--- src/rtl/core/hsl_pkg.sv ---
// Shared types and constants for the HSL to RGB converter.
// Holds the pixel structs, the hue sector codes and the fixed-point constants.
// Depends on nothing; every other file of the block imports it.
`timescale 1ns / 1ps
`default_nettype none

package hsl_pkg;

   // One input beat: hue in degrees with four fraction bits, S and L with 256 as 1.0.
   typedef struct packed {
      logic [12:0] hue;
      logic [8:0]  saturation;
      logic [8:0]  lightness;
   } hsl_req_type;

   // One result beat.
   typedef struct packed {
      logic [7:0] red;
      logic [7:0] green;
      logic [7:0] blue;
   } hsl_rsp_type;

   // Sixty-degree hue sectors, named after the colours they run between.
   typedef enum logic [2:0] {
      SECT_R_TO_Y = 3'd0,
      SECT_Y_TO_G = 3'd1,
      SECT_G_TO_C = 3'd2,
      SECT_C_TO_B = 3'd3,
      SECT_B_TO_M = 3'd4,
      SECT_M_TO_R = 3'd5
   } hsl_sector_type;

   // Classified item passed from the front end to the arithmetic back end.
   typedef struct packed {
      logic signed [9:0] span;       // 256 - |2l - 256|
      logic [8:0]        saturation;
      logic [8:0]        lightness;
      logic [9:0]        ramp;       // 960 - |(h mod 1920) - 960|
      hsl_sector_type    sector;
   } hsl_task_type;

   // Hue thresholds in sixteenths of a degree.
   localparam logic [12:0] HUE_60  = 13'd960;
   localparam logic [12:0] HUE_120 = 13'd1920;
   localparam logic [12:0] HUE_180 = 13'd2880;
   localparam logic [12:0] HUE_240 = 13'd3840;
   localparam logic [12:0] HUE_300 = 13'd4800;
   localparam logic [12:0] HUE_360 = 13'd5760;
   localparam logic [12:0] HUE_480 = 13'd7680;

   localparam logic [8:0]  L_HALF  = 9'd128;

   // A scaled channel of 256 * 960 or more saturates at full scale.
   localparam logic [22:0] SAT_LIMIT = 23'd245760;
   // floor((u + 1) * 4369 / 65536) equals floor(u / 15) for u below 3840.
   localparam logic [12:0] RECIP_15  = 13'd4369;

   // Queue depths; the result queue covers the back-end pipeline plus slack.
   localparam int MID_DEPTH = 2;
   localparam int MID_AW    = 1;
   localparam int OUT_DEPTH = 8;
   localparam int OUT_AW    = 3;

endpackage : hsl_pkg

`default_nettype wire

--- src/rtl/core/hsl_front.sv ---
// Front end of the HSL to RGB converter: accepts pixels, works out the hue
// sector, hue ramp and lightness span, and queues them for the back end.
// Depends on hsl_pkg.
`timescale 1ns / 1ps
`default_nettype none

module hsl_front (
   input  wire                 clock,
   input  wire                 reset,
   input  wire                 req_push,
   output logic                req_full,
   input  wire hsl_pkg::hsl_req_type req_pixel,
   output logic                task_valid,
   output hsl_pkg::hsl_task_type task_item,
   input  wire                 task_take
);
   import hsl_pkg::*;

   hsl_task_type         mid_mem_ff [MID_DEPTH];
   logic [MID_AW-1:0]    wr_ptr_ff, wr_ptr_in;
   logic [MID_AW-1:0]    rd_ptr_ff, rd_ptr_in;
   logic [MID_AW:0]      count_ff, count_in;

   hsl_task_type         task_new;
   logic [12:0]          hue_wrap;
   logic [10:0]          hue_mod;
   logic                 accept;
   logic                 take;

   // Classification of the incoming beat.
   always_comb begin
      priority if (req_pixel.hue >= HUE_480) begin
         hue_wrap = req_pixel.hue - HUE_480;
      end else if (req_pixel.hue >= HUE_360) begin
         hue_wrap = req_pixel.hue - HUE_360;
      end else if (req_pixel.hue >= HUE_240) begin
         hue_wrap = req_pixel.hue - HUE_240;
      end else if (req_pixel.hue >= HUE_120) begin
         hue_wrap = req_pixel.hue - HUE_120;
      end else begin
         hue_wrap = req_pixel.hue;
      end
      hue_mod = hue_wrap[10:0];

      priority if (req_pixel.hue < HUE_60) begin
         task_new.sector = SECT_R_TO_Y;
      end else if (req_pixel.hue < HUE_120) begin
         task_new.sector = SECT_Y_TO_G;
      end else if (req_pixel.hue < HUE_180) begin
         task_new.sector = SECT_G_TO_C;
      end else if (req_pixel.hue < HUE_240) begin
         task_new.sector = SECT_C_TO_B;
      end else if (req_pixel.hue < HUE_300) begin
         task_new.sector = SECT_B_TO_M;
      end else begin
         task_new.sector = SECT_M_TO_R;
      end

      if (hue_mod >= HUE_60[10:0]) begin
         task_new.ramp = 10'(HUE_120[10:0] - hue_mod);
      end else begin
         task_new.ramp = hue_mod[9:0];
      end

      // The span goes negative for lightness above 1.0; it wraps correctly in ten bits.
      if (req_pixel.lightness >= L_HALF) begin
         task_new.span = $signed(10'd512 - {req_pixel.lightness, 1'b0});
      end else begin
         task_new.span = $signed({req_pixel.lightness, 1'b0});
      end

      task_new.saturation = req_pixel.saturation;
      task_new.lightness  = req_pixel.lightness;
   end

   assign req_full   = (count_ff == (MID_AW+1)'(MID_DEPTH));
   assign accept     = req_push && !req_full;
   assign task_valid = (count_ff != '0);
   assign take       = task_take && task_valid;
   assign task_item  = mid_mem_ff[rd_ptr_ff];

   always_comb begin
      wr_ptr_in = accept ? wr_ptr_ff + 1'b1 : wr_ptr_ff;
      rd_ptr_in = take ? rd_ptr_ff + 1'b1 : rd_ptr_ff;
      count_in  = count_ff;
      if (accept && !take) begin
         count_in = count_ff + 1'b1;
      end else if (take && !accept) begin
         count_in = count_ff - 1'b1;
      end
   end

   always_ff @(posedge clock) begin
      if (reset) begin
         wr_ptr_ff <= '0;
         rd_ptr_ff <= '0;
         count_ff  <= '0;
      end else begin
         wr_ptr_ff <= wr_ptr_in;
         rd_ptr_ff <= rd_ptr_in;
         count_ff  <= count_in;
      end
   end

   always_ff @(posedge clock) begin
      if (accept) begin
         mid_mem_ff[wr_ptr_ff] <= task_new;
      end
   end

endmodule : hsl_front

`default_nettype wire

--- src/rtl/core/hsl_back.sv ---
// Back end of the HSL to RGB converter: four-stage arithmetic pipeline
// (chroma, terms, channel sums, scaling) and the result queue.
// Depends on hsl_pkg.
`timescale 1ns / 1ps
`default_nettype none

module hsl_back (
   input  wire                  clock,
   input  wire                  reset,
   input  wire                  task_valid,
   input  wire hsl_pkg::hsl_task_type task_item,
   output logic                 task_take,
   output logic                 rsp_empty,
   input  wire                  rsp_pop,
   output hsl_pkg::hsl_rsp_type  rsp_pixel
);
   import hsl_pkg::*;

   typedef struct packed {
      logic        neg;
      logic        sat;
      logic [11:0] quot_in;   // scaled value divided by 64, still to be divided by 15
   } hsl_prep_type;

   // Scaled channel times 255, floored by 2^17; the division by 960 finishes later.
   function automatic hsl_prep_type prep_channel(input logic signed [31:0] v);
      logic signed [39:0] prod;
      logic [22:0]        w;
      hsl_prep_type       r;
      prod      = (40'(v) <<< 8) - 40'(v);
      w         = prod[39:17];
      r.neg     = v[31];
      r.sat     = (w >= SAT_LIMIT);
      r.quot_in = w[17:6];
      return r;
   endfunction

   function automatic logic [7:0] finish_channel(input hsl_prep_type p);
      logic [12:0] u1;
      logic [25:0] prod;
      u1   = {1'b0, p.quot_in} + 13'd1;
      prod = 26'(u1) * 26'(RECIP_15);
      if (p.neg) begin
         return 8'd0;
      end else if (p.sat) begin
         return 8'hFF;
      end
      return prod[23:16];
   endfunction

   // Stage 1: chroma.
   logic                     mul_valid_ff;
   logic signed [18:0]       mul_chroma_ff, mul_chroma_in;
   logic [8:0]               mul_light_ff;
   logic [9:0]               mul_ramp_ff;
   hsl_sector_type           mul_sector_ff;
   logic signed [19:0]       mul_prod;

   // Stage 2: component and offset terms.
   logic                     term_valid_ff;
   logic signed [31:0]       term_c_ff, term_c_in;
   logic signed [31:0]       term_x_ff, term_x_in;
   logic signed [31:0]       term_m_ff, term_m_in;
   hsl_sector_type           term_sector_ff;
   logic signed [31:0]       chroma_w;
   logic signed [31:0]       light_w;
   logic signed [29:0]       x_prod;

   // Stage 3: channel sums.
   logic                     sum_valid_ff;
   logic signed [31:0]       sum_ff [3];
   logic signed [31:0]       sum_in [3];
   logic signed [31:0]       comp   [3];

   // Stage 4: scaling.
   logic                     scale_valid_ff;
   hsl_prep_type             scale_ff [3];
   hsl_rsp_type              rsp_new;

   // Result queue and credit count.
   hsl_rsp_type              out_mem_ff [OUT_DEPTH];
   logic [OUT_AW-1:0]        out_wr_ptr_ff, out_wr_ptr_in;
   logic [OUT_AW-1:0]        out_rd_ptr_ff, out_rd_ptr_in;
   logic [OUT_AW:0]          out_count_ff, out_count_in;
   logic [OUT_AW:0]          credit_ff, credit_in;
   logic                     pop;

   // Every beat in the pipeline already owns a queue slot, so the pipeline never stalls.
   assign task_take = task_valid && (credit_ff < (OUT_AW+1)'(OUT_DEPTH));
   assign pop       = rsp_pop && !rsp_empty;
   assign rsp_empty = (out_count_ff == '0);
   assign rsp_pixel = out_mem_ff[out_rd_ptr_ff];

   always_comb begin
      mul_prod      = task_item.span * $signed({1'b0, task_item.saturation});
      mul_chroma_in = mul_prod[18:0];

      chroma_w  = 32'(mul_chroma_ff);
      light_w   = $signed({23'd0, mul_light_ff});
      x_prod    = mul_chroma_ff * $signed({1'b0, mul_ramp_ff});
      term_c_in = (chroma_w <<< 11) - (chroma_w <<< 7);
      term_x_in = 32'(x_prod) <<< 1;
      term_m_in = ((light_w <<< 19) - (light_w <<< 15))
                - ((chroma_w <<< 10) - (chroma_w <<< 6));

      unique case (term_sector_ff)
         SECT_R_TO_Y: begin
            comp[0] = term_c_ff; comp[1] = term_x_ff; comp[2] = '0;
         end
         SECT_Y_TO_G: begin
            comp[0] = term_x_ff; comp[1] = term_c_ff; comp[2] = '0;
         end
         SECT_G_TO_C: begin
            comp[0] = '0; comp[1] = term_c_ff; comp[2] = term_x_ff;
         end
         SECT_C_TO_B: begin
            comp[0] = '0; comp[1] = term_x_ff; comp[2] = term_c_ff;
         end
         SECT_B_TO_M: begin
            comp[0] = term_x_ff; comp[1] = '0; comp[2] = term_c_ff;
         end
         SECT_M_TO_R: begin
            comp[0] = term_c_ff; comp[1] = '0; comp[2] = term_x_ff;
         end
         default: begin
            comp[0] = '0; comp[1] = '0; comp[2] = '0;
         end
      endcase
      for (int i = 0; i < 3; i++) begin
         sum_in[i] = comp[i] + term_m_ff;
      end

      rsp_new.red   = finish_channel(scale_ff[0]);
      rsp_new.green = finish_channel(scale_ff[1]);
      rsp_new.blue  = finish_channel(scale_ff[2]);
   end

   always_comb begin
      out_wr_ptr_in = scale_valid_ff ? out_wr_ptr_ff + 1'b1 : out_wr_ptr_ff;
      out_rd_ptr_in = pop ? out_rd_ptr_ff + 1'b1 : out_rd_ptr_ff;
      out_count_in  = out_count_ff;
      if (scale_valid_ff && !pop) begin
         out_count_in = out_count_ff + 1'b1;
      end else if (pop && !scale_valid_ff) begin
         out_count_in = out_count_ff - 1'b1;
      end
      credit_in = credit_ff;
      if (task_take && !pop) begin
         credit_in = credit_ff + 1'b1;
      end else if (pop && !task_take) begin
         credit_in = credit_ff - 1'b1;
      end
   end

   always_ff @(posedge clock) begin
      if (reset) begin
         mul_valid_ff   <= 1'b0;
         term_valid_ff  <= 1'b0;
         sum_valid_ff   <= 1'b0;
         scale_valid_ff <= 1'b0;
         out_wr_ptr_ff  <= '0;
         out_rd_ptr_ff  <= '0;
         out_count_ff   <= '0;
         credit_ff      <= '0;
      end else begin
         mul_valid_ff   <= task_take;
         term_valid_ff  <= mul_valid_ff;
         sum_valid_ff   <= term_valid_ff;
         scale_valid_ff <= sum_valid_ff;
         out_wr_ptr_ff  <= out_wr_ptr_in;
         out_rd_ptr_ff  <= out_rd_ptr_in;
         out_count_ff   <= out_count_in;
         credit_ff      <= credit_in;
      end
   end

   always_ff @(posedge clock) begin
      mul_chroma_ff  <= mul_chroma_in;
      mul_light_ff   <= task_item.lightness;
      mul_ramp_ff    <= task_item.ramp;
      mul_sector_ff  <= task_item.sector;
      term_c_ff      <= term_c_in;
      term_x_ff      <= term_x_in;
      term_m_ff      <= term_m_in;
      term_sector_ff <= mul_sector_ff;
      for (int i = 0; i < 3; i++) begin
         sum_ff[i]   <= sum_in[i];
         scale_ff[i] <= prep_channel(sum_ff[i]);
      end
      if (scale_valid_ff) begin
         out_mem_ff[out_wr_ptr_ff] <= rsp_new;
      end
   end

endmodule : hsl_back

`default_nettype wire

--- src/rtl/core/hsl_to_rgb_converter.sv ---
// HSL to RGB converter, one RGB pixel for every HSL pixel.
// Input channel: a beat is taken at a rising edge with req_push high and
// req_full low; req_pixel carries hue (sixteenths of a degree), saturation
// and lightness (256 is full scale).
// Result channel: while rsp_empty is low, rsp_pixel holds the oldest result;
// it is taken at an edge with rsp_pop high.
// Throughput: one pixel per cycle while the receiver keeps popping results; the
// front end classifies the hue and lightness as it accepts a beat, the back end
// is a four-stage pipeline (chroma, terms, channel sums, scaling) feeding an
// eight-entry result queue.
// When the receiver stalls, the result queue fills, the back end stops
// drawing from the two-entry queue behind the front end, and req_full rises
// once that queue is full too. No beat is dropped.
// Reset empties both queues and the pipeline; no results are pending after it.
// Depends on hsl_pkg, hsl_front and hsl_back.
`timescale 1ns / 1ps
`default_nettype none

module hsl_to_rgb_converter (
   input  wire                  clock,
   input  wire                  reset,
   input  wire                  req_push,
   output logic                 req_full,
   input  wire hsl_pkg::hsl_req_type req_pixel,
   output logic                 rsp_empty,
   input  wire                  rsp_pop,
   output hsl_pkg::hsl_rsp_type  rsp_pixel
);
   import hsl_pkg::*;

   logic         task_valid;
   logic         task_take;
   hsl_task_type task_item;

   hsl_front u_front (
      .clock      (clock),
      .reset      (reset),
      .req_push   (req_push),
      .req_full   (req_full),
      .req_pixel  (req_pixel),
      .task_valid (task_valid),
      .task_item  (task_item),
      .task_take  (task_take)
   );

   hsl_back u_back (
      .clock      (clock),
      .reset      (reset),
      .task_valid (task_valid),
      .task_item  (task_item),
      .task_take  (task_take),
      .rsp_empty  (rsp_empty),
      .rsp_pop    (rsp_pop),
      .rsp_pixel  (rsp_pixel)
   );

endmodule : hsl_to_rgb_converter

`default_nettype wire
--- config.mk ---
export PLATFORM = sky130hd
export DESIGN_NAME = hsl_to_rgb_converter
export DESIGN_NICKNAME = d
export VERILOG_FILES = /design/src/rtl/core/hsl_pkg.sv /design/src/rtl/core/hsl_front.sv /design/src/rtl/core/hsl_back.sv /design/src/rtl/core/hsl_to_rgb_converter.sv
export SDC_FILE = /design/constraint.sdc
export NUM_CORES = 2
export LEC_CHECK = 0
export BUFFER_PORTS_ARGS = -buffer_cell sky130_fd_sc_hd__buf_2
export CORE_MARGIN = 5
export CORE_UTILIZATION = 55
export DETAILED_ROUTE_END_ITERATION = 16
export PLACE_DENSITY = 0.79
export SKIP_CTS_REPAIR_TIMING = 1
export SLEW_MARGIN = 20
export SYNTH_ARGS = -nofsm -noshare
export SYNTH_HDL_FRONTEND = slang
export SYNTH_SLANG_ARGS = --single-unit
--- constraint.sdc ---
create_clock -name clock -period 8.25 [get_ports clock]
set_input_delay 2.475 -clock clock [delete_from_list [all_inputs] [get_ports clock]]
set_output_delay 2.475 -clock clock [all_outputs]
set_load 0.02 [all_outputs]
==> out/qor.csv <==
stage;metric;value;unit
placement;place.gp.congestion;0.993;
placement;dp_hpwl;67.5;mm
synthesis;synth_area;0.0409;mm²
synthesis;synth.top_cell.area_share;19.8;%
setup_path;cpPeakStageDelay;0.77;ns
setup_path;endpoint;u_back.term_x_ff[30];
setup_path;worstRegToRegCells;20;
global_routing;grtUsageMet1;27.4;%
sta;fin_crit_sh;78.3;%
setup_path;crit_type;register to register;
floorplan;start_util;55.2;%
synthesis;synth.most_common_cell;inv_1;
floorplan;die-area;0.0799;mm²
floorplan;die-width;283;µm
synthesis;yosys_warnings;0;
clock_network;numCtsBuffers;55;
synthesis;synth.top_cells.by_count;inv_1, ha_1, dfxtp_1;
sta;fin_crit;6.46;ns
sta;drv_slew;0;
clock_network;htreeDepth;2;
drt;wire_per_inst;17.5;µm
setup_path;cp.depth;20;
synthesis;yosys_register_bits;547;
global_routing;antenna_found_initial;0;
drt;drt_wl_total;87.6;mm
sta;fin_tns_setup;0;ns
run_status;status;finished, final reports clean;
global_routing;top_usage_layer;met2;
global_routing;gr-total-overflow;0;
floorplan;io_pins;61;
final_layout;nFillCells;5988;
setup_path;reg2reg_to;u_back.term_x_ff[30];
final_layout;area_delta_synth_final;7.81;%
drt;drc;0;
drt;via_count;28200;
sta;worst_clock_skew;0.0776;ns
drt;viasPerCell;5.64;
floorplan;die_y;283;µm
final_layout;final_layout_size_suffix_gt1_share;8.37;%
sta;worst_pin_slew;1.01;ns
sta;hold_viol;0;
floorplan;num_rows;100;
global_routing;grt_max_degree;49;
drt;drtAntennaViolNets;0;
synthesis;synth_area_leaders;edfxtp_1, ha_1, dfxtp_1;
setup_path;crit_chain;nand2_1 > fa_1 > fa_1 > inv_1 > ha_1 > fa_1 > inv_1 > fa_1 > inv_1 > ha_1 > nor2b_1 > a311oi_1 > o21a_1 > o21ai_0 > a41oi_1 > a211oi_1 > a211oi_1 > o41ai_1 > a31oi_1 > xnor2_1;
clock_network;clockBufferDepth;3;
synthesis;yosysSeqAreaShare;33.4;%
sta;fmax;0.155;GHz
setup_path;cp_top_family;adder cells;
clock_network;cts.clk_slew.worst_paths;0.06;ns
global_routing;grt_use_met2;38.9;%
min_path;hp-class;register to register;
global_routing;grt_pass1_vias;28600;
final_layout;nets;4755;
drt;dr.first_iter.drc_count;1729;
clock_network;cts-root-buf;clkbuf_16;
global_routing;gr-usage-met3;2.66;%
synthesis;synth-edff-count;270;
setup_path;cp_max_fo;18;
clock_network;clk_latency;0.65;ns
setup_path;timing.rr.start;u_back.mul_chroma_ff[4];
setup_path;crit_buf_inv;3;
setup_path;reg2reg_slack;1.79;ns
synthesis;yosysTopAreaCell;edfxtp_1;
synthesis;synth_cell_types;85;
sta;rsz0062_at_grt;no;
global_routing;grt_pass1_wl;143;mm
clock_network;cts_sinks;547;
setup_path;startpoint_type;register;
global_routing;grt.total_usage;21.8;%
sta;relSlewSlack;32.5;%
flow_run;max_cap_violations;0;
setup_path;cp.required;8.76;ns
sta;setup_viol;0;
synthesis;avgSynthCellArea;10.4;µm²
synthesis;ys.flop_type;dfxtp_1;
synthesis;synthCells;3937;
synthesis;synth_nets;4711;
placement;portBuffers;60;
clock_network;tritoncts;done;
setup_path;crit_path_start;u_back.mul_chroma_ff[4];
drt;drt_first_pass_iters;7;
setup_path;crit_path_frequent_cell;fa_1;
final_layout;antenna_cells;0;
setup_path;crit_path_top_delay_cell;dfxtp_1;
setup_path;cp-end-kind;register;
synthesis;ys_async_sr_fraction;0;%
setup_path;worstPathArrival;6.97;ns
floorplan;core;0.0741;mm²
==> flip-flops by register name, indices dropped and copies added (netlist names), 2 cells and up, named ones only <==
name	cells
u_back.sum_ff	90
u_back.term_sector_ff	3
u_back.mul_ramp_ff	10
u_back.credit_ff	4
u_back.mul_chroma_ff	18
u_back.out_mem_ff	192
u_back.out_count_ff	4
u_back.term_m_ff	24
u_front.count_ff	2
u_back.term_c_ff	23
u_back.scale_ff	42
u_back.term_x_ff	29
u_back.out_rd_ptr_ff	3
u_back.mul_light_ff	9
u_back.mul_sector_ff	3
u_back.out_wr_ptr_ff	3
u_front.mid_mem_ff	78
==> layout make-up <==
| type | instances | area (µm²) | area share, % |
|---|---|---|---|
| timing repair buffer | 80 | 450 | 1.02 |
| multi-input combinational | 2779 | 25000 | 56.7 |
| clock buffer | 79 | 1560 | 3.53 |
| clock inverter | 25 | 268 | 0.607 |
| tap | 969 | 1210 | 2.75 |
| inverter | 518 | 1940 | 4.41 |
| sequential | 547 | 13700 | 31.0 |
==> cell families after synthesis <==
family	count (synthesis)	share of synthesized area [%]
compound gates	690	11.4
xor+xnor	291	6.30
fa+ha+maj	739	27.3
buf+inv	611	5.62
flops	547	33.4
mux	138	5.04
simple gates	921	11.0
==> stage by stage <==
stage | utilization (%) | std cells | hold slack, ns | setup WS [ns] | cell area, µm²
after global routing | 59.5 | 4997 | 0.321 | 1.28 | 44100
after floorplan | - | 3937 | 0.310 | 2.07 | 40900
after CTS | 59.5 | 4997 | 0.304 | 1.75 | 44100
final | 59.5 | 4997 | 0.321 | 1.79 | 44100
after global placement | 57.0 | 4893 | 0.376 | 1.88 | 42200
after detailed placement | 57.0 | 4893 | 0.377 | 1.76 | 42300
==> per-layer routing <==
layer	part of all wire, %	vias up
met5	0	-
met4	4.2	0
met3	4.4	212
met2	49	700
met1	42	13600
li1	-	13700
==> layout by cell type, fill, tap and decap left out, drive strengths merged, types with 103 or more instances in the layout <==
master  netlist  final
a21oi       205    205
and2        114    114
dfxtp       277    277
edfxtp      270    270
fa          254    254
ha          485    485
inv         518    522
nand2       231    231
nor2        237    237
xnor2       186    186
xor2        103    103
==> worst min-delay path by stage <==
stage	slack [ns]	depth (start not counted)	end	start
4_1_cts	0.30	0	u_back.scale_ff[0][41]	u_back.sum_ff[0][95]
3_5_place_dp	0.38	0	u_back.scale_ff[0][27]	u_back.sum_ff[0][63]
2_1_floorplan	0.31	0	u_back.term_sector_ff[0]	u_back.mul_sector_ff[0]
6_report	0.32	0	u_back.scale_ff[0][41]	u_back.sum_ff[0][95]
3_3_place_gp	0.38	0	u_back.scale_ff[0][27]	u_back.sum_ff[0][63]
5_1_grt	0.32	0	u_back.scale_ff[0][41]	u_back.sum_ff[0][95]
Power is not shown: default switching activity piles up to over one toggle a cycle in this logic, so the estimate is an artifact.
